<file path="src/rtl/pfd_pkg.sv">
// Shared types and constants for the PID flow-to-duty controller.
// No dependencies; every other file of the block depends on this package.
`default_nettype none

package pfd_pkg;

    localparam int FLOW_W   = 16;
    localparam int ERR_W    = 17;
    localparam int DERIV_W  = 18;
    localparam int ISUM_W   = 40;
    localparam int GAIN_W   = 32;
    localparam int FS_W     = 16;
    localparam int DUTY_W   = 16;
    localparam int CFG_IDX_W  = 3;
    localparam int CFG_DATA_W = 32;

    // Shared multiplier operands: signed 33 x signed 21
    localparam int MUL_A_W = 33;
    localparam int MUL_B_W = 21;
    localparam int MUL_P_W = MUL_A_W + MUL_B_W;

    // Integral is multiplied in two halves, the upper one weighted by 2^ISUM_SPLIT
    localparam int ISUM_SPLIT = 20;
    localparam int ACC_W      = MUL_P_W + ISUM_SPLIT;

    // Register indexes
    localparam logic [CFG_IDX_W-1:0] REG_TARGET_FLOW     = 3'd0;
    localparam logic [CFG_IDX_W-1:0] REG_GAIN_P          = 3'd1;
    localparam logic [CFG_IDX_W-1:0] REG_GAIN_I          = 3'd2;
    localparam logic [CFG_IDX_W-1:0] REG_GAIN_D          = 3'd3;
    localparam logic [CFG_IDX_W-1:0] REG_DUTY_FULL_SCALE = 3'd4;

    localparam logic [FS_W-1:0] DUTY_FULL_SCALE_RST = 16'd1023;

    // Multiply-accumulate steps
    localparam logic [2:0] MAC_P     = 3'd0;
    localparam logic [2:0] MAC_D     = 3'd1;
    localparam logic [2:0] MAC_I_LO  = 3'd2;
    localparam logic [2:0] MAC_I_HI  = 3'd3;
    localparam logic [2:0] MAC_DRAIN = 3'd4;

    typedef enum logic [2:0] {
        ST_IDLE,
        ST_INTEG,
        ST_MAC,
        ST_CLAMP,
        ST_SCALE,
        ST_OUT
    } pfd_state_t;

    typedef struct packed {
        logic signed [FLOW_W-1:0] target_flow;
        logic signed [GAIN_W-1:0] gain_p;
        logic signed [GAIN_W-1:0] gain_i;
        logic signed [GAIN_W-1:0] gain_d;
        logic        [FS_W-1:0]   duty_full_scale;
    } pfd_cfg_t;

endpackage

`default_nettype wire

</file>
<file path="src/rtl/pfd_if.sv">
// Handshake channels of the controller: sample in, result out, register write.
// Depends on pfd_pkg for field widths.
`default_nettype none

interface pfd_sample_if;
    logic                                 valid;
    logic                                 ready;
    logic signed [pfd_pkg::FLOW_W-1:0]    flow_sample;

    modport source (output valid, output flow_sample, input ready);
    modport sink   (input valid, input flow_sample, output ready);
endinterface

interface pfd_result_if;
    logic                                 valid;
    logic                                 ready;
    logic        [pfd_pkg::DUTY_W-1:0]    duty_count;
    logic signed [pfd_pkg::FLOW_W-1:0]    flow_echo;

    modport source (output valid, output duty_count, output flow_echo, input ready);
    modport sink   (input valid, input duty_count, input flow_echo, output ready);
endinterface

interface pfd_cfg_if;
    logic                                 valid;
    logic                                 ready;
    logic [pfd_pkg::CFG_IDX_W-1:0]        index;
    logic [pfd_pkg::CFG_DATA_W-1:0]       data;

    modport source (output valid, output index, output data, input ready);
    modport sink   (input valid, input index, input data, output ready);
endinterface

`default_nettype wire

</file>
<file path="src/rtl/pfd_cfg_regs.sv">
// Configuration register file: set point, three gains and duty full scale.
// Depends on pfd_pkg and the pfd_cfg_if interface.
`default_nettype none

module pfd_cfg_regs (
    input  logic              clk,
    input  logic              rst_n,
    pfd_cfg_if.sink           cfg,
    output pfd_pkg::pfd_cfg_t regs
);
    import pfd_pkg::*;

    pfd_cfg_t regs_reg;
    pfd_cfg_t regs_next;

    assign cfg.ready = 1'b1;
    assign regs      = regs_reg;

    always_comb
    begin
        regs_next = regs_reg;
        if (cfg.valid)
        begin
            case (cfg.index)
                REG_TARGET_FLOW:     regs_next.target_flow     = cfg.data[FLOW_W-1:0];
                REG_GAIN_P:          regs_next.gain_p          = cfg.data;
                REG_GAIN_I:          regs_next.gain_i          = cfg.data;
                REG_GAIN_D:          regs_next.gain_d          = cfg.data;
                REG_DUTY_FULL_SCALE: regs_next.duty_full_scale = cfg.data[FS_W-1:0];
                default:             regs_next = regs_reg;  // drop unknown index
            endcase
        end
    end

    always_ff @(posedge clk or negedge rst_n)
    begin
        if (!rst_n)
        begin
            regs_reg.target_flow     <= '0;
            regs_reg.gain_p          <= '0;
            regs_reg.gain_i          <= '0;
            regs_reg.gain_d          <= '0;
            regs_reg.duty_full_scale <= DUTY_FULL_SCALE_RST;
        end
        else
        begin
            regs_reg <= regs_next;
        end
    end

endmodule

`default_nettype wire

</file>
<file path="src/rtl/pfd_mul.sv">
// Shared signed multiplier with a registered product.
// Depends on pfd_pkg for operand widths.
`default_nettype none

module pfd_mul (
    input  logic                                 clk,
    input  logic                                 en,
    input  logic signed [pfd_pkg::MUL_A_W-1:0]   a,
    input  logic signed [pfd_pkg::MUL_B_W-1:0]   b,
    output logic signed [pfd_pkg::MUL_P_W-1:0]  prod
);
    import pfd_pkg::*;

    logic signed [MUL_P_W-1:0] prod_reg;
    logic signed [MUL_P_W-1:0] prod_next;

    assign prod_next = a * b;
    assign prod      = prod_reg;

    always_ff @(posedge clk)
    begin
        if (en)
        begin
            prod_reg <= prod_next;
        end
    end

endmodule

`default_nettype wire

</file>
<file path="src/rtl/pid_flow_duty_controller.sv">
// Top level of the PID flow-to-duty controller: sequencer, integral and accumulator.
// Depends on pfd_pkg, the pfd interfaces, pfd_cfg_regs and pfd_mul.
//
//   channel  dir  payload                     accepted when
//   sample   in   flow_sample                 sample.valid & sample.ready
//   result   out  duty_count, flow_echo       result.valid & result.ready
//   cfg      in   index, data                 cfg.valid & cfg.ready
//
// A sample is taken only in ST_IDLE and runs ST_INTEG, ST_MAC, ST_CLAMP, ST_SCALE and
// ST_OUT, which registers the result, before the next is taken. The sequence is set
// by one shared 33x21 multiplier used five times: three gain terms with the integral
// in two halves, and the duty scaling. Reset clears the integral and last error and
// resets the registers. The finished result waits in its own register, so a new
// sample is taken while it stalls; only a second result finding it full holds back.
`default_nettype none

module pid_flow_duty_controller #(
    parameter int GAIN_FRACTION_BITS = 24
) (
    input  logic          clk,
    input  logic          rst_n,
    pfd_sample_if.sink    sample,
    pfd_result_if.source  result,
    pfd_cfg_if.sink       cfg
);
    import pfd_pkg::*;

    localparam int CLAMP_W = GAIN_FRACTION_BITS + 1;

    pfd_cfg_t regs;

    pfd_state_t                 state_reg,     state_next;
    logic [2:0]                 step_reg,      step_next;
    logic signed [FLOW_W-1:0]   flow_reg,      flow_next;
    logic signed [ERR_W-1:0]    err_reg,       err_next;
    logic signed [ERR_W-1:0]    last_err_reg,  last_err_next;
    logic signed [DERIV_W-1:0]  deriv_reg,     deriv_next;
    logic signed [ISUM_W-1:0]   isum_reg,      isum_next;
    logic signed [ACC_W-1:0]    acc_reg,       acc_next;
    logic [CLAMP_W-1:0]         clamp_reg,     clamp_next;
    logic                       res_valid_reg, res_valid_next;
    logic [DUTY_W-1:0]          duty_reg,      duty_next;
    logic signed [FLOW_W-1:0]   echo_reg,      echo_next;

    logic                       mul_en;
    logic signed [MUL_A_W-1:0]  mul_a;
    logic signed [MUL_B_W-1:0]  mul_b;
    logic signed [MUL_P_W-1:0]  mul_p;
    logic signed [ACC_W-1:0]    term;
    logic signed [ISUM_W:0]     isum_wide;
    logic signed [ACC_W-1:0]    one_val;

    pfd_cfg_regs u_cfg_regs (
        .clk   (clk),
        .rst_n (rst_n),
        .cfg   (cfg),
        .regs  (regs)
    );

    pfd_mul u_mul (
        .clk  (clk),
        .en   (mul_en),
        .a    (mul_a),
        .b    (mul_b),
        .prod (mul_p)
    );

    assign sample.ready      = (state_reg == ST_IDLE);
    assign result.valid      = res_valid_reg;
    assign result.duty_count = duty_reg;
    assign result.flow_echo  = echo_reg;

    assign isum_wide = {isum_reg[ISUM_W-1], isum_reg}
                     + {{(ISUM_W + 1 - ERR_W){err_reg[ERR_W-1]}}, err_reg};
    assign one_val   = ACC_W'(1) << GAIN_FRACTION_BITS;

    // Upper integral half carries a weight of 2^ISUM_SPLIT
    always_comb
    begin
        term = ACC_W'(mul_p);
        if (step_reg == MAC_DRAIN)
        begin
            term = ACC_W'(mul_p) <<< ISUM_SPLIT;
        end
    end

    // Operand selection for the shared multiplier
    always_comb
    begin
        mul_a = {regs.gain_p[GAIN_W-1], regs.gain_p};
        mul_b = {{(MUL_B_W - ERR_W){err_reg[ERR_W-1]}}, err_reg};
        if (state_reg == ST_SCALE)
        begin
            mul_a = MUL_A_W'(clamp_reg);
            mul_b = {{(MUL_B_W - FS_W){1'b0}}, regs.duty_full_scale};
        end
        else
        begin
            case (step_reg)
                MAC_P:
                begin
                    mul_a = {regs.gain_p[GAIN_W-1], regs.gain_p};
                    mul_b = {{(MUL_B_W - ERR_W){err_reg[ERR_W-1]}}, err_reg};
                end
                MAC_D:
                begin
                    mul_a = {regs.gain_d[GAIN_W-1], regs.gain_d};
                    mul_b = {{(MUL_B_W - DERIV_W){deriv_reg[DERIV_W-1]}}, deriv_reg};
                end
                MAC_I_LO:
                begin
                    mul_a = {regs.gain_i[GAIN_W-1], regs.gain_i};
                    mul_b = {1'b0, isum_reg[ISUM_SPLIT-1:0]};
                end
                MAC_I_HI:
                begin
                    mul_a = {regs.gain_i[GAIN_W-1], regs.gain_i};
                    mul_b = {isum_reg[ISUM_W-1], isum_reg[ISUM_W-1:ISUM_SPLIT]};
                end
                default:
                begin
                    mul_a = {regs.gain_p[GAIN_W-1], regs.gain_p};
                    mul_b = {{(MUL_B_W - ERR_W){err_reg[ERR_W-1]}}, err_reg};
                end
            endcase
        end
    end

    always_comb
    begin
        state_next     = state_reg;
        step_next      = step_reg;
        flow_next      = flow_reg;
        err_next       = err_reg;
        last_err_next  = last_err_reg;
        deriv_next     = deriv_reg;
        isum_next      = isum_reg;
        acc_next       = acc_reg;
        clamp_next     = clamp_reg;
        res_valid_next = res_valid_reg;
        duty_next      = duty_reg;
        echo_next      = echo_reg;
        mul_en         = 1'b0;

        if (result.valid && result.ready)
        begin
            res_valid_next = 1'b0;
        end

        case (state_reg)
            ST_IDLE:
            begin
                if (sample.valid)
                begin
                    flow_next  = sample.flow_sample;
                    err_next   = {regs.target_flow[FLOW_W-1], regs.target_flow}
                               - {sample.flow_sample[FLOW_W-1], sample.flow_sample};
                    state_next = ST_INTEG;
                end
            end
            ST_INTEG:
            begin
                // Saturate the integral at the signed 40-bit range
                if (isum_wide[ISUM_W] != isum_wide[ISUM_W-1])
                begin
                    isum_next = isum_wide[ISUM_W] ? {1'b1, {(ISUM_W - 1){1'b0}}}
                                                  : {1'b0, {(ISUM_W - 1){1'b1}}};
                end
                else
                begin
                    isum_next = isum_wide[ISUM_W-1:0];
                end
                deriv_next = {err_reg[ERR_W-1], err_reg}
                           - {last_err_reg[ERR_W-1], last_err_reg};
                acc_next   = '0;
                step_next  = MAC_P;
                state_next = ST_MAC;
            end
            ST_MAC:
            begin
                // Multiply this step, accumulate the product of the one before
                mul_en = (step_reg != MAC_DRAIN);
                if (step_reg != MAC_P)
                begin
                    acc_next = acc_reg + term;
                end
                if (step_reg == MAC_DRAIN)
                begin
                    state_next = ST_CLAMP;
                end
                else
                begin
                    step_next = step_reg + 3'd1;
                end
            end
            ST_CLAMP:
            begin
                if (acc_reg[ACC_W-1])
                begin
                    clamp_next = '0;
                end
                else if (acc_reg > one_val)
                begin
                    clamp_next = CLAMP_W'(one_val);
                end
                else
                begin
                    clamp_next = acc_reg[CLAMP_W-1:0];
                end
                state_next = ST_SCALE;
            end
            ST_SCALE:
            begin
                mul_en     = 1'b1;
                state_next = ST_OUT;
            end
            ST_OUT:
            begin
                // Hold until the result register is free
                if (!res_valid_reg || result.ready)
                begin
                    res_valid_next = 1'b1;
                    duty_next      = mul_p[GAIN_FRACTION_BITS +: DUTY_W];
                    echo_next      = flow_reg;
                    last_err_next  = err_reg;
                    state_next     = ST_IDLE;
                end
            end
            default:
            begin
                state_next = ST_IDLE;
            end
        endcase
    end

    always_ff @(posedge clk or negedge rst_n)
    begin
        if (!rst_n)
        begin
            state_reg     <= ST_IDLE;
            step_reg      <= MAC_P;
            last_err_reg  <= '0;
            isum_reg      <= '0;
            res_valid_reg <= 1'b0;
        end
        else
        begin
            state_reg     <= state_next;
            step_reg      <= step_next;
            last_err_reg  <= last_err_next;
            isum_reg      <= isum_next;
            res_valid_reg <= res_valid_next;
        end
    end

    always_ff @(posedge clk)
    begin
        flow_reg  <= flow_next;
        err_reg   <= err_next;
        deriv_reg <= deriv_next;
        acc_reg   <= acc_next;
        clamp_reg <= clamp_next;
        duty_reg  <= duty_next;
        echo_reg  <= echo_next;
    end

endmodule

`default_nettype wire
</file>
<file path="src/flat_wrapper.sv">
// flat-port wrapper written by rule: the top's interface ports become plain ports
module pid_flow_duty_controller_flat import pfd_pkg::*;
#(
    parameter int GAIN_FRACTION_BITS = 24
)
  (clk, rst_n, sample_valid, sample_flow_sample, sample_ready, result_valid, result_duty_count, result_flow_echo, result_ready, cfg_valid, cfg_index, cfg_data, cfg_ready);
  pfd_sample_if sample_i ();
  pfd_result_if result_i ();
  pfd_cfg_if cfg_i ();
  input  logic clk;
  input  logic rst_n;
  input wire logic [$bits(sample_i.valid)-1:0] sample_valid;
  input wire logic [$bits(sample_i.flow_sample)-1:0] sample_flow_sample;
  output wire logic [$bits(sample_i.ready)-1:0] sample_ready;
  output wire logic [$bits(result_i.valid)-1:0] result_valid;
  output wire logic [$bits(result_i.duty_count)-1:0] result_duty_count;
  output wire logic [$bits(result_i.flow_echo)-1:0] result_flow_echo;
  input wire logic [$bits(result_i.ready)-1:0] result_ready;
  input wire logic [$bits(cfg_i.valid)-1:0] cfg_valid;
  input wire logic [$bits(cfg_i.index)-1:0] cfg_index;
  input wire logic [$bits(cfg_i.data)-1:0] cfg_data;
  output wire logic [$bits(cfg_i.ready)-1:0] cfg_ready;
  assign sample_i.valid = sample_valid;
  assign sample_i.flow_sample = sample_flow_sample;
  assign sample_ready = sample_i.ready;
  assign result_valid = result_i.valid;
  assign result_duty_count = result_i.duty_count;
  assign result_flow_echo = result_i.flow_echo;
  assign result_i.ready = result_ready;
  assign cfg_i.valid = cfg_valid;
  assign cfg_i.index = cfg_index;
  assign cfg_i.data = cfg_data;
  assign cfg_ready = cfg_i.ready;
  pid_flow_duty_controller #(.GAIN_FRACTION_BITS(GAIN_FRACTION_BITS)) u_core (.clk(clk), .rst_n(rst_n), .sample(sample_i), .result(result_i), .cfg(cfg_i));
endmodule
</file>
<file path="config.mk">
export PLATFORM = sky130hd
export DESIGN_NAME = pid_flow_duty_controller_flat
export DESIGN_NICKNAME = d
export VERILOG_FILES = /design/src/rtl/pfd_pkg.sv /design/src/rtl/pfd_if.sv /design/src/rtl/pfd_cfg_regs.sv /design/src/rtl/pfd_mul.sv /design/src/rtl/pid_flow_duty_controller.sv /design/src/flat_wrapper.sv
export SDC_FILE = /design/constraint.sdc
export NUM_CORES = 2
export LEC_CHECK = 0
export ABC_AREA = 1
export BUFFER_PORTS_ARGS = -buffer_cell sky130_fd_sc_hd__buf_2
export CAP_MARGIN = 15
export CORE_ASPECT_RATIO = 1.75
export CORE_MARGIN = 5
export CORE_UTILIZATION = 55
export CTS_BUF_LIST = sky130_fd_sc_hd__clkbuf_8
export DETAILED_ROUTE_END_ITERATION = 6
export GPL_TIMING_DRIVEN = 1
export PLACE_DENSITY = 0.86
export SLEW_MARGIN = 20
export SYNTH_ARGS = -nofsm -noshare
export SYNTH_HDL_FRONTEND = slang
export SYNTH_HIERARCHICAL = 1
export SYNTH_SLANG_ARGS = --single-unit
</file>
<file path="constraint.sdc">
create_clock -name clk -period 8.4 [get_ports clk]
set_clock_uncertainty 0.2 [all_clocks]
set_input_delay 1.26 -clock clk [delete_from_list [all_inputs] [get_ports clk]]
set_output_delay 1.26 -clock clk [all_outputs]
set_load 0.005 [all_outputs]
</file>
==> metrics.md <==
| Metric | Value |
|---|---|
| Final worst-path cycle share | `98.6%` |
| Synth cell types | `47` |
| Min Hold Slack | `0.217 ns` |
| CTS root buffer | `clkbuf_8` |
| CP max stage cell | `fa_1` |
| Die area | `0.106 sq mm` |
| Slew at the pin with the worst max-slew slack | `1.06 ns` |
| Worst rel slew slack | `28.9%` |
| First-pass GRT wire length | `303000 um` |
| CTS H-Tree Depth | `3` |
| Max cap viols | `0` |
| Area of the multi-input gates | `0.0361 sq mm` |
| DR WL/cell | `23.4 um` |
| Final max-slew violation count | `0` |
| Via count | `50951` |
| YS warnings | `6` |
| Final Hold Vio Count | `0` |
| CP most frequent cell | `fa_1` |
| Max reg flops | `128` |
| FILL cells | `8476` |
| Seq/Total Area, Yosys | `21.8%` |
| Startpoint types | `flop` |
| Synth top area share | `25.3%` |
| Final setup violation count | `0` |
| Antenna violations before repair | `6` |
| CTS Buf Count | `72` |
| Number of synthesized flops with an enable pin | `236` |
| Number of global-route vias before repair | `53154` |
| Die X | `248 um` |
| Crit path time final | `8.28 ns` |
| Register area | `0.0119 sq mm` |
| Pin count of the biggest net entering global routing | `85` |
| Routed vias/inst | `5.68` |
| Rows | `153` |
| First-pass DRT Iterations | `7` |
| Worst-path fanout max | `11` |
| Crit Reg-Reg Endpoint | `u_core/u_mul/prod[38]$_DFFE_PP_` |
| Crit path kind | `flop to flop` |
| # clock sinks | `428` |
| Finished Cell Area | `0.0617 sq mm` |
| Core area | `0.0990 sq mm` |
| Number of I/O port buffers | `89` |
| Post-Syn Area | `0.0546 sq mm` |
| Hpwl dp | `160000 um` |
| Leading register cell type out of synthesis | `edfxtp_1` |
| Initial core utilization | `55.1%` |
| Max Root-Sink Buffers | `3` |
| Failing checks | `design-rule violations` |
| Worst min path class | `flop to flop` |
| Layout cell share with drive strength beyond 1 | `11.1%` |
| Drt initial violations | `4231` |
| R2R Setup Slk | `0.12 ns` |
| Syn avg cell area | `7.38 sq um` |
| Syn Nets | `8430` |
| Register bit count reported by yosys | `428` |
| Ranking of synthesized cells by area | `fa_1, nand2_1, edfxtp_1` |
| Clk slew on worst S/H paths | `0.07 ns` |
| Async SR Flop Fraction | `44.9%` |
| DRC viols | `2` |
| Worst setup endpoint | `u_core/u_mul/prod[38]$_DFFE_PP_` |
| Max Clk Rate | `0.121 GHz` |
| Area grow syn2layout | `13.1%` |
| Crit path capture type | `flop` |
| Synth area leader | `fa_1` |
| Status | `finished with violations` |
| Total grt overflow | `0` |
| Crit path from | `u_core/step_reg[0]$_DFFE_PN0P_` |
| Reg2Reg Depth | `38` |
| Placed cell areas | `0.0584 sq mm` |
| CTS tree | `yes` |
| Net count, final | `8631` |
| Num ports | `91` |
| Number of nets with antenna violations after routing | `0` |
| Crit-path max cell delay | `0.58 ns` |
| GRT Total Usage | `38.3%` |
| WL final | `210000 um` |
| Worst-Skew Late Latency | `0.79 ns` |
| Die Y | `427 um` |
| GP Congestion | `1.03` |
| Cells after Synth | `7397` |
| R2R Path Start | `u_core/step_reg[0]$_DFFE_PN0P_` |
| Crit path required time | `8.72 ns` |
| Crit path DAT | `8.60 ns` |
## worst min path at each step
stage | start | endpoint | cells past startpoint
global route | u_core/flow_reg[10]$_DFFE_PP_ | u_core/result.flow_echo[10]$_DFFE_PP_ | 0
floorplan | u_core/flow_reg[0]$_DFFE_PP_ | u_core/result.flow_echo[0]$_DFFE_PP_ | 0
global placement | u_core/flow_reg[7]$_DFFE_PP_ | u_core/result.flow_echo[7]$_DFFE_PP_ | 0
finish | u_core/flow_reg[6]$_DFFE_PP_ | u_core/result.flow_echo[6]$_DFFE_PP_ | 0
CTS | u_core/flow_reg[9]$_DFFE_PP_ | u_core/result.flow_echo[9]$_DFFE_PP_ | 0
detailed placement | u_core/flow_reg[14]$_DFFE_PP_ | u_core/result.flow_echo[14]$_DFFE_PP_ | 0
## what timing repair did
action	in CTS	in global routing
setup endpoints to repair	4	36
buffers inserted	0	53
pin swaps	0	89
gates cloned	0	14
hold buffers	0	0
resized for setup	6	231
## final cells by class
type | count | area share (%)
multi-input combinational | 4921 | 58.4
sequential | 428 | 19.3
inverter | 1803 | 11.0
timing repair buffer | 372 | 6.04
tap | 1317 | 2.67
clock buffer | 78 | 1.74
clock inverter | 54 | 0.821
antenna | 4 | 0.0162
## layout by cell type (no fill, tap or decap), types with 22 or more instances in the layout
master and n:
a21oi_1 313, a21oi_2 38, a31oi_2 23, a31oi_4 22, buf_12 66, buf_2 88
buf_4 185, clkbuf_8 79, dfrtp_1 182, edfxtp_1 236, fa_1 665, fa_2 26
ha_1 257, inv_1 1775, inv_2 38, nand2_1 2090, nand2_2 47, nand3_1 231
nand4_1 56, nor2_1 514, nor2_2 37, nor3_1 33, o21ai_0 238, o21bai_1 28
or2_2 30, xor2_1 67
## stage by stage
stage	utilization (%)	cells	TNS, ns	worst slack [ns]
2_1_floorplan	-	7397	0	0.215
3_3_place_gp	59.0	8774	-0.0745	-0.0745
3_5_place_dp	59.0	8774	-0.194	-0.117
4_1_cts	60.6	8906	0	0.0236
5_1_grt	62.4	8975	-2.18	-0.157
6_report	62.4	8977	0	0.121
## Yosys cell counts (56+ instances only)
cell type,instances
nand4_1,56
nor2_1,539
xor2_1,67
dfrtp_1,182
a21oi_1,340
inv_1,1785
clkbuf_1,199
o21ai_0,245
nand3_1,231
fa_1,691
edfxtp_1,236
ha_1,286
nand2_1,2114
## kinds of logic after synthesis
family                     share of synthesized area (%)
adders and majority gates                           31.9
DFF                                                 21.8
buffers and inverters                               14.4
and+or+nand+nor                                     23.0
other                                            0.00687
AOI/OAI and AO/OA                                   7.50
xor gates and xnor gates                            1.36
## critical path: cells and delay by family, from the launching register on
family                     cells  cell delay, ns
DFF                            1            0.42
adders and majority gates      9            4.10
buffers and inverters         17            1.98
AOI/OAI and AO/OA              2            0.34
and+or+nand+nor               10            0.95
## layer usage
metal  track usage, %  up-vias  part of all wire, %
met4             38.3        0                   14
met3             6.57     1340                  7.8
met1             37.1    24159                   30
met5                0        -                    0
li1                 -    22536                    -
met2             66.6     2916                   49
Power is left out: the tool's default activity adds up to more than one toggle a clock period on the data nets, which glitch-free logic cannot reach.
